<file path="src/design/tlt_pkg.sv">
// constants and register codes for the tentative landmark table
`default_nettype none
package tlt_pkg;
    localparam int CAPACITY_DEF   = 16;
    localparam int COORD_BITS_DEF = 16;
    localparam int DIST_W   = 33;
    localparam int CNT_W    = 8;
    localparam int RATE_W   = 9;
    localparam int RADIUS_W = 16;
    localparam int CFG_IDX_W  = 2;
    localparam int CFG_DATA_W = 33;

    localparam logic [CFG_IDX_W-1:0] CFG_MATCH_DIST = 2'd0;
    localparam logic [CFG_IDX_W-1:0] CFG_NEW_DIST   = 2'd1;
    localparam logic [CFG_IDX_W-1:0] CFG_MAX_TRIES  = 2'd2;
    localparam logic [CFG_IDX_W-1:0] CFG_MIN_RATE   = 2'd3;

    localparam logic [DIST_W-1:0] MATCH_DIST_RST = 33'd10486;
    localparam logic [DIST_W-1:0] NEW_DIST_RST   = 33'd262144;
    localparam logic [CNT_W-1:0]  MAX_TRIES_RST  = 8'd10;
    localparam logic [RATE_W-1:0] MIN_RATE_RST   = 9'd128;
    localparam logic [CNT_W-1:0]  CNT_MAX        = 8'd255;
endpackage
`default_nettype wire

</file>
<file path="src/design/tentative_landmark_table.sv">
// tentative landmark table: candidate store with hit/miss finalisation
//
//  channel  | dir | beat contents
//  s_axis   | in  | tdata: det_x, det_y, det_radius; tuser: kind
//  m_axis   | out | tdata: lm_x, lm_y, lm_radius; tuser: found, overflow; tlast: last
//  cfg      | in  | we, idx, data: one register write per cycle
//
// one beat at a time; the table lives in a single memory read one entry per step
// detection: each entry is read, loaded, squared and compared; a matching entry then goes
//   through the bit-serial running-mean divider and a write-back; a final step may add a new entry
// end of scan: each entry is read, loaded and acted on; emitting waits while the result register is stalled
// synchronous active-low reset empties the table and clears the overflow flag
`default_nettype none
module tentative_landmark_table
    import tlt_pkg::*;
#(
    parameter int CAPACITY   = CAPACITY_DEF,
    parameter int COORD_BITS = COORD_BITS_DEF,
    localparam int IN_W  = ((2 * COORD_BITS + RADIUS_W + 7) / 8) * 8,
    localparam int OUT_W = ((2 * COORD_BITS + RADIUS_W + 7) / 8) * 8
) (
    input  wire                   i_clk,
    input  wire                   i_rst_n,
    input  wire                   i_s_tvalid,
    output logic                  o_s_tready,
    input  wire  [IN_W-1:0]       i_s_tdata,   // det_x, det_y, det_radius
    input  wire                   i_s_tuser,   // kind
    output logic                  o_m_tvalid,
    input  wire                   i_m_tready,
    output logic [OUT_W-1:0]      o_m_tdata,   // lm_x, lm_y, lm_radius
    output logic [1:0]            o_m_tuser,   // found, overflow
    output logic                  o_m_tlast,
    input  wire                   i_cfg_we,
    input  wire  [CFG_IDX_W-1:0]  i_cfg_idx,
    input  wire  [CFG_DATA_W-1:0] i_cfg_data
);
    localparam int AW    = (CAPACITY > 1) ? $clog2(CAPACITY) : 1;
    localparam int CW    = $clog2(CAPACITY + 1);
    localparam int NUM_W = COORD_BITS + 10;
    localparam int DEN_W = CNT_W + 1;
    localparam int SQ_W  = 2 * (COORD_BITS + 1);
    localparam int DS_W  = SQ_W + 1;
    localparam int CMP_W = (DS_W > DIST_W) ? DS_W : DIST_W;
    localparam int DC_W  = $clog2(NUM_W + 1);
    localparam int PR_W  = RATE_W + DEN_W;

    localparam logic [3:0] S_IDLE = 4'd0;
    localparam logic [3:0] S_RD   = 4'd1;
    localparam logic [3:0] S_DLD  = 4'd2;
    localparam logic [3:0] S_DSQ  = 4'd3;
    localparam logic [3:0] S_DCMP = 4'd4;
    localparam logic [3:0] S_DDIV = 4'd5;
    localparam logic [3:0] S_DWB  = 4'd6;
    localparam logic [3:0] S_DNEW = 4'd7;
    localparam logic [3:0] S_ELD  = 4'd8;
    localparam logic [3:0] S_EACT = 4'd9;
    localparam logic [3:0] S_EEND = 4'd10;

    typedef struct packed {
        logic signed [COORD_BITS-1:0] x;
        logic signed [COORD_BITS-1:0] y;
        logic [RADIUS_W-1:0]          r;
        logic [CNT_W-1:0]             hits;
        logic [CNT_W-1:0]             misses;
        logic                         seen;
    } t_entry;

    // table memory
    t_entry r_mem [CAPACITY];
    t_entry r_rdata;
    logic          mem_we;
    logic [AW-1:0] mem_wa;
    t_entry        mem_wd;

    // configuration
    logic [DIST_W-1:0] r_match_dist, r_new_dist;
    logic [CNT_W-1:0]  r_max_tries;
    logic [RATE_W-1:0] r_min_rate;

    // control
    logic [3:0]    r_state;
    logic          r_kind;
    logic [CW-1:0] r_k, r_keep, r_used;
    logic          r_ovf, r_matched, r_any;
    logic [DS_W-1:0] r_near;

    // current beat and entry
    logic signed [COORD_BITS-1:0] r_det_x, r_det_y;
    logic [RADIUS_W-1:0]          r_det_r;
    t_entry r_ent;

    // distance and mean datapath
    logic [COORD_BITS:0] r_adx, r_ady;
    logic [SQ_W-1:0]     r_sqx, r_sqy;
    logic                r_negx, r_negy;
    logic [NUM_W-1:0]    r_magx, r_magy, r_qx, r_qy;
    logic [DEN_W-1:0]    r_remx, r_remy, r_den;
    logic [DC_W-1:0]     r_dcnt;
    logic                r_fin, r_emit;

    // pending landmark and result register
    logic   r_pv;
    t_entry r_pend;
    logic   r_ov, r_ofound, r_olast, r_oovf;
    logic signed [COORD_BITS-1:0] r_ox, r_oy;
    logic [RADIUS_W-1:0] r_or;

    // combinational helpers
    logic signed [COORD_BITS:0] ddx, ddy;
    logic signed [NUM_W:0]      prx, pry, nx, ny;
    logic [DS_W-1:0]  dsum;
    logic             dmatch;
    logic [DEN_W:0]   tx, ty;
    logic             gex, gey;
    logic signed [COORD_BITS-1:0] qx_s, qy_s;
    logic [CNT_W-1:0] mi;
    logic [DEN_W-1:0] tries;
    logic [PR_W-1:0]  rate_prod;
    logic             out_free, last_k, do_new, out_load;
    logic [CW-1:0]    k_nxt;

    assign o_s_tready = (r_state == S_IDLE);
    assign out_free   = !r_ov || i_m_tready;
    assign k_nxt      = r_k + CW'(1);
    assign last_k     = (k_nxt == r_used);
    assign out_load   = out_free && (((r_state == S_EACT) && r_fin && r_emit && r_pv) ||
                                     (r_state == S_EEND));

    always_comb begin
        ddx  = r_rdata.x - r_det_x;
        ddy  = r_rdata.y - r_det_y;
        prx  = $signed({1'b0, r_rdata.hits}) * r_rdata.x;
        pry  = $signed({1'b0, r_rdata.hits}) * r_rdata.y;
        nx   = prx + r_det_x;
        ny   = pry + r_det_y;
        dsum = DS_W'(r_sqx) + DS_W'(r_sqy);
        dmatch = CMP_W'(dsum) < CMP_W'(r_match_dist);
        tx   = {r_remx, r_magx[NUM_W-1]};
        ty   = {r_remy, r_magy[NUM_W-1]};
        gex  = tx >= {1'b0, r_den};
        gey  = ty >= {1'b0, r_den};
        qx_s = r_negx ? -$signed(r_qx[COORD_BITS-1:0]) : $signed(r_qx[COORD_BITS-1:0]);
        qy_s = r_negy ? -$signed(r_qy[COORD_BITS-1:0]) : $signed(r_qy[COORD_BITS-1:0]);
        mi   = (!r_rdata.seen && r_rdata.misses != CNT_MAX) ?
               r_rdata.misses + CNT_W'(1) : r_rdata.misses;
        tries = {1'b0, r_rdata.hits} + {1'b0, mi};
        rate_prod = r_min_rate * tries;
        do_new = !r_matched && (!r_any || CMP_W'(r_near) > CMP_W'(r_new_dist));
    end

    // memory write port
    always_comb begin
        mem_we = 1'b0;
        mem_wa = r_k[AW-1:0];
        mem_wd = r_ent;
        unique case (r_state)
            S_DWB: begin
                mem_we      = 1'b1;
                mem_wd.x    = qx_s;
                mem_wd.y    = qy_s;
                mem_wd.hits = (r_ent.hits == CNT_MAX) ? CNT_MAX : r_ent.hits + CNT_W'(1);
                mem_wd.seen = 1'b1;
            end
            S_DNEW: begin
                mem_we = do_new && (r_used < CW'(CAPACITY));
                mem_wa = r_used[AW-1:0];
                mem_wd = '{x: r_det_x, y: r_det_y, r: r_det_r, hits: CNT_W'(1),
                           misses: '0, seen: 1'b1};
            end
            S_EACT: begin
                mem_we = !r_fin;
                mem_wa = r_keep[AW-1:0];
            end
            default: ;
        endcase
    end

    always_ff @(posedge i_clk) begin
        if (mem_we) r_mem[mem_wa] <= mem_wd;
        r_rdata <= r_mem[r_k[AW-1:0]];
    end

    // configuration writes
    always_ff @(posedge i_clk) begin
        if (!i_rst_n) begin
            r_match_dist <= MATCH_DIST_RST;
            r_new_dist   <= NEW_DIST_RST;
            r_max_tries  <= MAX_TRIES_RST;
            r_min_rate   <= MIN_RATE_RST;
        end else if (i_cfg_we) begin
            unique case (i_cfg_idx)
                CFG_MATCH_DIST: r_match_dist <= i_cfg_data[DIST_W-1:0];
                CFG_NEW_DIST:   r_new_dist   <= i_cfg_data[DIST_W-1:0];
                CFG_MAX_TRIES:  r_max_tries  <= i_cfg_data[CNT_W-1:0];
                CFG_MIN_RATE:   r_min_rate   <= i_cfg_data[RATE_W-1:0];
            endcase
        end
    end

    // sequencer
    always_ff @(posedge i_clk) begin
        if (!i_rst_n) begin
            r_state <= S_IDLE;
            r_used  <= '0;
            r_ovf   <= 1'b0;
            r_ov    <= 1'b0;
            r_pv    <= 1'b0;
        end else begin
            if (out_load)        r_ov <= 1'b1;
            else if (i_m_tready) r_ov <= 1'b0;
            unique case (r_state)
                S_IDLE: begin
                    if (i_s_tvalid) begin
                        r_kind    <= i_s_tuser;
                        r_det_x   <= i_s_tdata[COORD_BITS-1:0];
                        r_det_y   <= i_s_tdata[2*COORD_BITS-1:COORD_BITS];
                        r_det_r   <= i_s_tdata[2*COORD_BITS+RADIUS_W-1:2*COORD_BITS];
                        r_k       <= '0;
                        r_keep    <= '0;
                        r_matched <= 1'b0;
                        r_any     <= 1'b0;
                        r_pv      <= 1'b0;
                        if (r_used == '0) r_state <= i_s_tuser ? S_EEND : S_DNEW;
                        else              r_state <= S_RD;
                    end
                end
                S_RD: r_state <= r_kind ? S_ELD : S_DLD;
                S_DLD: begin
                    r_ent  <= r_rdata;
                    r_adx  <= ddx[COORD_BITS] ? (COORD_BITS+1)'(-ddx) : (COORD_BITS+1)'(ddx);
                    r_ady  <= ddy[COORD_BITS] ? (COORD_BITS+1)'(-ddy) : (COORD_BITS+1)'(ddy);
                    r_negx <= nx[NUM_W];
                    r_negy <= ny[NUM_W];
                    r_magx <= nx[NUM_W] ? NUM_W'(-nx) : NUM_W'(nx);
                    r_magy <= ny[NUM_W] ? NUM_W'(-ny) : NUM_W'(ny);
                    r_den  <= {1'b0, r_rdata.hits} + DEN_W'(1);
                    r_state <= S_DSQ;
                end
                S_DSQ: begin
                    r_sqx   <= r_adx * r_adx;
                    r_sqy   <= r_ady * r_ady;
                    r_state <= S_DCMP;
                end
                S_DCMP: begin
                    if (dmatch) begin
                        r_matched <= 1'b1;
                        // round half away from zero on the magnitude
                        r_magx  <= r_magx + NUM_W'(r_den >> 1);
                        r_magy  <= r_magy + NUM_W'(r_den >> 1);
                        r_remx  <= '0;
                        r_remy  <= '0;
                        r_dcnt  <= '0;
                        r_state <= S_DDIV;
                    end else begin
                        if (!r_any || dsum < r_near) r_near <= dsum;
                        r_any   <= 1'b1;
                        r_k     <= k_nxt;
                        r_state <= last_k ? S_DNEW : S_RD;
                    end
                end
                S_DDIV: begin
                    r_remx <= gex ? DEN_W'(tx - {1'b0, r_den}) : tx[DEN_W-1:0];
                    r_remy <= gey ? DEN_W'(ty - {1'b0, r_den}) : ty[DEN_W-1:0];
                    r_magx <= r_magx << 1;
                    r_magy <= r_magy << 1;
                    r_qx   <= {r_qx[NUM_W-2:0], gex};
                    r_qy   <= {r_qy[NUM_W-2:0], gey};
                    r_dcnt <= r_dcnt + DC_W'(1);
                    if (r_dcnt == DC_W'(NUM_W - 1)) r_state <= S_DWB;
                end
                S_DWB: begin
                    r_k     <= k_nxt;
                    r_state <= last_k ? S_DNEW : S_RD;
                end
                S_DNEW: begin
                    if (do_new) begin
                        if (r_used < CW'(CAPACITY)) r_used <= r_used + CW'(1);
                        else                        r_ovf  <= 1'b1;
                    end
                    r_state <= S_IDLE;
                end
                S_ELD: begin
                    r_ent  <= '{x: r_rdata.x, y: r_rdata.y, r: r_rdata.r,
                                hits: r_rdata.hits, misses: mi, seen: 1'b0};
                    r_fin  <= tries >= {1'b0, r_max_tries};
                    r_emit <= PR_W'({r_rdata.hits, 8'd0}) > rate_prod;
                    r_state <= S_EACT;
                end
                S_EACT: begin
                    if (!(r_fin && r_emit && r_pv && !out_free)) begin
                        if (r_fin && r_emit) begin
                            if (r_pv) begin
                                r_ox     <= r_pend.x;
                                r_oy     <= r_pend.y;
                                r_or     <= r_pend.r;
                                r_ofound <= 1'b1;
                                r_olast  <= 1'b0;
                                r_oovf   <= r_ovf;
                            end
                            r_pend <= r_ent;
                            r_pv   <= 1'b1;
                        end
                        if (!r_fin) r_keep <= r_keep + CW'(1);
                        r_k     <= k_nxt;
                        r_state <= last_k ? S_EEND : S_RD;
                    end
                end
                S_EEND: begin
                    if (out_free) begin
                        // final beat, or the empty marker when nothing was emitted
                        r_ox     <= r_pv ? r_pend.x : '0;
                        r_oy     <= r_pv ? r_pend.y : '0;
                        r_or     <= r_pv ? r_pend.r : '0;
                        r_ofound <= r_pv;
                        r_olast  <= 1'b1;
                        r_oovf   <= r_ovf;
                        r_used   <= r_keep;
                        r_state  <= S_IDLE;
                    end
                end
                default: r_state <= S_IDLE;
            endcase
        end
    end

    assign o_m_tvalid = r_ov;
    assign o_m_tdata  = OUT_W'({r_or, r_oy, r_ox});
    assign o_m_tuser  = {r_oovf, r_ofound};
    assign o_m_tlast  = r_olast;
endmodule
`default_nettype wire

</file>
<file path="config.mk">
export PLATFORM = sky130hd
export DESIGN_NAME = tentative_landmark_table
export DESIGN_NICKNAME = d
export VERILOG_FILES = /design/src/design/tlt_pkg.sv /design/src/design/tentative_landmark_table.sv
export SDC_FILE = /design/constraint.sdc
export NUM_CORES = 2
export LEC_CHECK = 0
export BUFFER_PORTS_ARGS = -buffer_cell sky130_fd_sc_hd__buf_2
export CORE_MARGIN = 2
export CORE_UTILIZATION = 40
export CTS_CLUSTER_SIZE = 14
export DETAILED_ROUTE_END_ITERATION = 6
export GPL_TIMING_DRIVEN = 0
export PLACE_DENSITY_LB_ADDON = 0.15
export SKIP_CTS_REPAIR_TIMING = 1
export SYNTH_ARGS = -nofsm -noshare
export SYNTH_HDL_FRONTEND = slang
export SYNTH_SLANG_ARGS = --single-unit
</file>
<file path="constraint.sdc">
create_clock -name i_clk -period 13.55 [get_ports i_clk]
set_input_delay 0.6775 -clock i_clk [delete_from_list [all_inputs] [get_ports i_clk]]
set_output_delay 0.6775 -clock i_clk [all_outputs]
set_load 0.03 [all_outputs]
</file>
Word level (Yosys, flattened, before mapping)
Memory sizes are Yosys's and may differ from the RTL's. A register that Yosys moved wholly into a read port is not among the register bits.
Cells that the tools add are included.
- bits in registers: 577
- memory bits (writable): 1040
- bits of input ports: 89
- output and inout port bits: 53
- logic and storage cells: 269
- memories kept: 1
- memories (memory ; depth ; width ; rd ports ; clocked after memory_dff ; write ports ; line ; source):
    r_mem ; 16 ; 65 ; 1 ; 1 ; 1 ; tentative_landmark_table.sv:69 ; t_entry r_mem [CAPACITY];
- $add $sub $neg: 23
- $mul: 5
- magnitude comparators: 8
- eq/ne operators: 28
- muxes and demuxes: 94
- bitwise gates (word level): 3
- reduce and logical (&&, ||, !) cells: 56
- operators by type and width (operator ; number):
    $mux W16 ; 20
    $pmux W26 S3 ; 2
    $pmux W65 S2 ; 1
    $mux W26 ; 4
    $pmux W16 S2 ; 3
    $mul A17 B17 Y34 ; 2
    $pmux W32 S2 ; 1
    $add A25 B16 Y26 ; 2
    $add A26 B8 Y26 ; 2
    $neg A26 Y26 ; 2
    $mul A9 B16 Y25 ; 2
    $mux W5 ; 9
    $pmux W4 S10 ; 1
    $pmux W9 S2 ; 2
    $add A34 B34 Y35 ; 1
    $gt A35 B33 Y1 ; 1
    $lt A35 B33 Y1 ; 1
    $lt A35 B35 Y1 ; 1
    $neg A17 Y17 ; 2
    $sub A16 B16 Y17 ; 2
    $mux W4 ; 8
    $neg A16 Y16 ; 2
    $pmux W5 S2 ; 3
    $reduce_and A4 Y1 ; 7
    other kinds (46) ; 136

Logic depth before layout (Yosys ltp)
- depth after elaboration: 7
- depth in mapped cells: 38
- mapped depth without buffers: 38

Worst setup path before layout
OpenSTA, ideal clock, no wires.
- path kind: reg2reg
- start point: register r_state[0]
- end point: register r_olast (netlist: o_m_tlast), enable pin
- setup time: 733 ps
- arrival: 9363 ps
- data required time: 12817 ps
- path slack: 3454 ps
- cell stages (with the launch flop): 6
- buffers on the path: 1
- clock period less this slack: 10096 ps
- cells stage by stage: dfxtp_1 > clkbuf_1 > nand2_1 > nor3_1 > a21oi_1 > a2111oi_0
- word-level cells in the longest chain between the ends: 3
- elaborated cells between the ends (all ways): 8
- those cells by class: 6 x eq/ne; 2 x reduce/logical
- RTL lines (item ; line ; source):
    start, declared ; tentative_landmark_table.sv:81 ; logic [3:0] r_state;
    start signal, assigned ; tentative_landmark_table.sv:223 ; if (r_used == '0) r_state <= i_s_tuser ? S_EEND : S_DNEW;
    start signal, assigned ; tentative_landmark_table.sv:227 ; S_RD: r_state <= r_kind ? S_ELD : S_DLD;
    start signal, assigned ; tentative_landmark_table.sv:258 ; r_state <= last_k ? S_DNEW : S_RD;
    $eq A4 B4 Y1 ; tentative_landmark_table.sv:211 ; unique case (r_state)
    $ne A2 B2 Y1 (no source line) (tied with other cells) ; n/a ;
    $reduce_and A6 Y1 (no source line) (*) ; n/a ;
    end signal, assigned ; tentative_landmark_table.sv:297 ; r_olast <= 1'b0;
    end signal, assigned ; tentative_landmark_table.sv:315 ; r_olast <= 1'b1;
    end, declared ; tentative_landmark_table.sv:104 ; logic r_ov, r_ofound, r_olast, r_oovf;
Every way passes the cells marked *; elsewhere a longest branch is shown, timed or not.
A chain may end at the register's enable or synchronous reset.

Worst setup path after layout
- start point: register, netlist name r_rdata[1]
- end point: register r_emit, data pin
- word-level cells in the longest chain between the ends: 6
- elaborated cells between the ends (all ways): 7
- those cells by class: 2 x add/sub; 1 x mul; 1 x order compare; 1 x eq/ne; 1 x mux; 1 x reduce/logical
- RTL lines (item ; line ; source):
    parallel branches: the longest is 2 deep, another holds $add A8 B1 Y8 ; n/a ;
    $mux W8 (*) ; tentative_landmark_table.sv:144 ; mi = (!r_rdata.seen && r_rdata.misses != CNT_MAX) ?
    $add A8 B8 Y9 (*) ; tentative_landmark_table.sv:146 ; tries = {1'b0, r_rdata.hits} + {1'b0, mi};
    $mul A9 B9 Y18 (*) ; tentative_landmark_table.sv:147 ; rate_prod = r_min_rate * tries;
    $gt A16 B18 Y1 (*) ; tentative_landmark_table.sv:286 ; r_emit <= PR_W'({r_rdata.hits, 8'd0}) > rate_prod;
    end signal, assigned ; tentative_landmark_table.sv:286 ;
    end, declared ; tentative_landmark_table.sv:99 ; logic r_fin, r_emit;
Mark *: on every way between the ends.

==> summary.txt <==
Timing
  – Final Skew: 112 ps
  – Final setup viols: 0
  – Crit path time final: 9420 ps
  – Final period utilization: 0.695
  – Final hold viol count: 0
  – Final slew viol count: 0
  – Rel. slew slack: 0.00124
  – RSZ-0062 raised after global routing: no
  – Maximum clock frequency: 106 MHz
  – Actual slew at the worst max-slew pin: 1500 ps

Global routing
  – Largest net degree at the start of global routing: 61
  – First-pass GRT wire length: 425000 µm
  – Vias in the first global route: 65756
  – Global route overflow: 0
  – Global Route Usage Sum: 0.221
  – Initial antenna violation count: 11

Setup path
  – Most frequent cell on the critical path: a21oi_1
  – Worst Setup End Kind: flop
  – Worst R2R End: r_emit
  – CP peak stage delay: 830 ps
  – Worst r2r src: r_rdata[1]
  – Worst R2R Setup Slack: 4130 ps
  – WP data required: 14230 ps
  – CP max stage cell: xnor2_1
  – Crit path launch type: flop
  – Worst R2R Path Depth: 35
  – Worst EP arrival: 10100 ps
  – Crit path max fanout: 10
  – Setup CP Type: reg -> reg

Placement
  – RD Place Congestion: 0.902
  – IO buf count: 139
  – Placed Area: 109000 µm²
  – HPWL after detailed placement: 214000 µm

Die
  – Area of the die: 260000 µm²
  – Die Span Y: 510 µm
  – Io pins: 142
  – Core Rows: 185
  – Die W: 510 µm
  – Initial core utilization: 0.402
  – CORE AREA: 254000 µm²

Status
  – Failing checks: max-capacitance violations
  – Status: finished, violations left

Worst hold path
  – Worst hold start: i_s_tdata[15]
  – Tightest Hold Check Type: in -> reg
  – Hold-critical path depth: 1
  – Hold EP: r_det_x[15]

Job
  – Max-Cap Viols: 1

Routing
  – Pre-antenna DRT Iters: 5
  – WL/cell: 23.9 µm
  – Initial DRC count: 5223
  – Post-DRT Antenna Nets: 0
  – Via count: 63959
  – Drt via density: 5.34
  – Drt total wl: 286000 µm
  – DR DRC count: 0

Synthesis
  – Yosys warns: 0
  – Post-synthesis sequential area ratio: 0.478
  – Syn Nets: 9360
  – Gate Count Post-Synth: 7968
  – Ys async rst share: 0
  – Count of cell types in the netlist: 101
  – Syn Area/Cell: 12.8 µm²
  – #FFs+latches synth: 1680
  – Ys flop type: edfxtp_1
  – Post-Syn Area: 102000 µm²
  – Top cells by area, synth: edfxtp_1, fa_1, ha_1, mux4_2, inv_1
  – Post-synth top area share: 0.446
  – Post-synth EDFFs: 1520
  – Post-synth top area cell: edfxtp_1

Finish
  – Layout overhead on the synthesized area: 13.4%
  – Share of cells above drive strength 1: 0.111
  – Final net count: 9833
  – Final instance area: 116000 µm²

Clock tree
  – Reg clk slew, reported paths: 60 ps
  – Inserted Clock Buffers: 180
  – H-tree Lvls: 4
  – Deepest clock path buffer count: 3
  – Clock Tree Root: clkbuf_16
  – Sink Count: 1680
  – Clk Latency, worst-skew pair: 910 ps
  – TritonCTS clock tree: done
[cell families (layout without fill, tap and decap cells)]
kind of cell	Yosys count	count (layout)	share of synthesized area
simple gates	1765	1765	0.0845
flops	1680	1680	0.478
buf+inv	1448	2077	0.0538
fa+ha+maj	1303	1303	0.210
compound gates	1063	1063	0.0687
mux	355	355	0.0746
xor+xnor	354	354	0.0304
other cells	0	8	0
[cells in the final DEF, fill, tap and decap left out, types with 29 or more instances in the layout]
cell type,instances
a211oi_1,29
a21o_1,132
a21oi_1,285
a22oi_1,53
and2_1,331
and3_1,44
buf_1,36
buf_12,45
buf_2,146
buf_4,34
clkbuf_1,254
clkbuf_16,180
clkinv_2,31
dfxtp_1,160
dlygate4sd3_1,47
edfxtp_1,1520
fa_1,692
ha_1,611
inv_1,1173
mux4_2,325
nand2_1,673
nand2b_1,36
nand3_1,98
nand4_1,41
nor2_1,241
nor2b_1,104
nor3_1,58
o211ai_1,40
o21a_1,48
o21ai_0,183
o21ai_1,33
o31ai_1,34
xnor2_1,208
xor2_1,145
[layer usage]
layer	global-route usage	wire (µm)
met3	0.0256	14800
met1	0.303	125000
met5	0	0
met2	0.368	137000
met4	0.0670	9380
[how the worst max path moves through the flow]
stage                       endpoint  slack, ps  depth (start not counted)        from
final                         r_emit       4130                         35  r_rdata[1]
after global routing          r_emit       3420                         35  r_rdata[1]
after CTS                     r_emit       4190                         35  r_rdata[1]
after detailed placement      r_emit       4230                         35  r_rdata[1]
after global placement    r_pend[53]      -7880                          4  r_state[3]
after floorplan            o_m_tlast       3450                          5  r_state[0]
[worst max-delay path: cells and delay by family, from the launching register on]
| family | cells | cell delay, ps |
|---|---|---|
| muxes | 1 | 450 |
| and+or+nand+nor | 6 | 910 |
| adders and majority gates | 8 | 3300 |
| buffers and inverters | 3 | 190 |
| xor gates and xnor gates | 2 | 1040 |
| DFF | 1 | 360 |
| AOI/OAI and AO/OA | 15 | 3000 |
[registers in the layout, indices dropped and copies added (netlist names), 26 cells and up]
| signal | cells |
|---|---|
| r_rdata | 65 |
| r_pend | 48 |
| r_sqx | 33 |
| r_mem | 1040 |
| r_sqy | 33 |
| r_new_dist | 33 |
| r_near | 35 |
| r_magy | 26 |
| r_match_dist | 33 |
| r_magx | 26 |
| r_ent | 65 |
[final cells by class]
class,instances,area [µm²]
Fill cell,23033,138000
Sequential cell,1680,48800
Multi-Input combinational cell,4840,48100
Clock buffer,236,4960
Inverter,1176,4410
Tap cell,3366,4210
Timing Repair Buffer,291,2890
Clock inverter,102,1440
Buffer,272,1090
Antenna cell,8,20.0
[metrics by stage]
step                instances  hold slack (ps)  setup TNS [ps]  worst slack [ps]  utilization
detailed placement      11574              389               0              4230        0.429
finish                  11971             39.6               0              4130        0.456
global route            11964             5.38               0              3420        0.456
floorplan                7968              386               0              3450            -
CTS                     11912             -125               0              4190        0.454
global placement        11473              388         -742810             -7880        0.422
[cell usage after synthesis, drive strengths merged (41+ instances only)]
cell / number
edfxtp: 1520
a21oi: 285
nor2b: 104
o21ai: 219
and2: 331
clkbuf: 228
mux4: 325
inv: 1175
fa: 692
o211ai: 41
nor2: 259
and3: 45
nor3: 59
nand4: 41
nand3: 99
o21a: 48
a21o: 132
a22oi: 53
nand2: 673
buf: 43
dfxtp: 160
xnor2: 209
xor2: 145
ha: 611
Power is not shown: default switching activity piles up to over one toggle a cycle in this logic, so the estimate is an artifact.
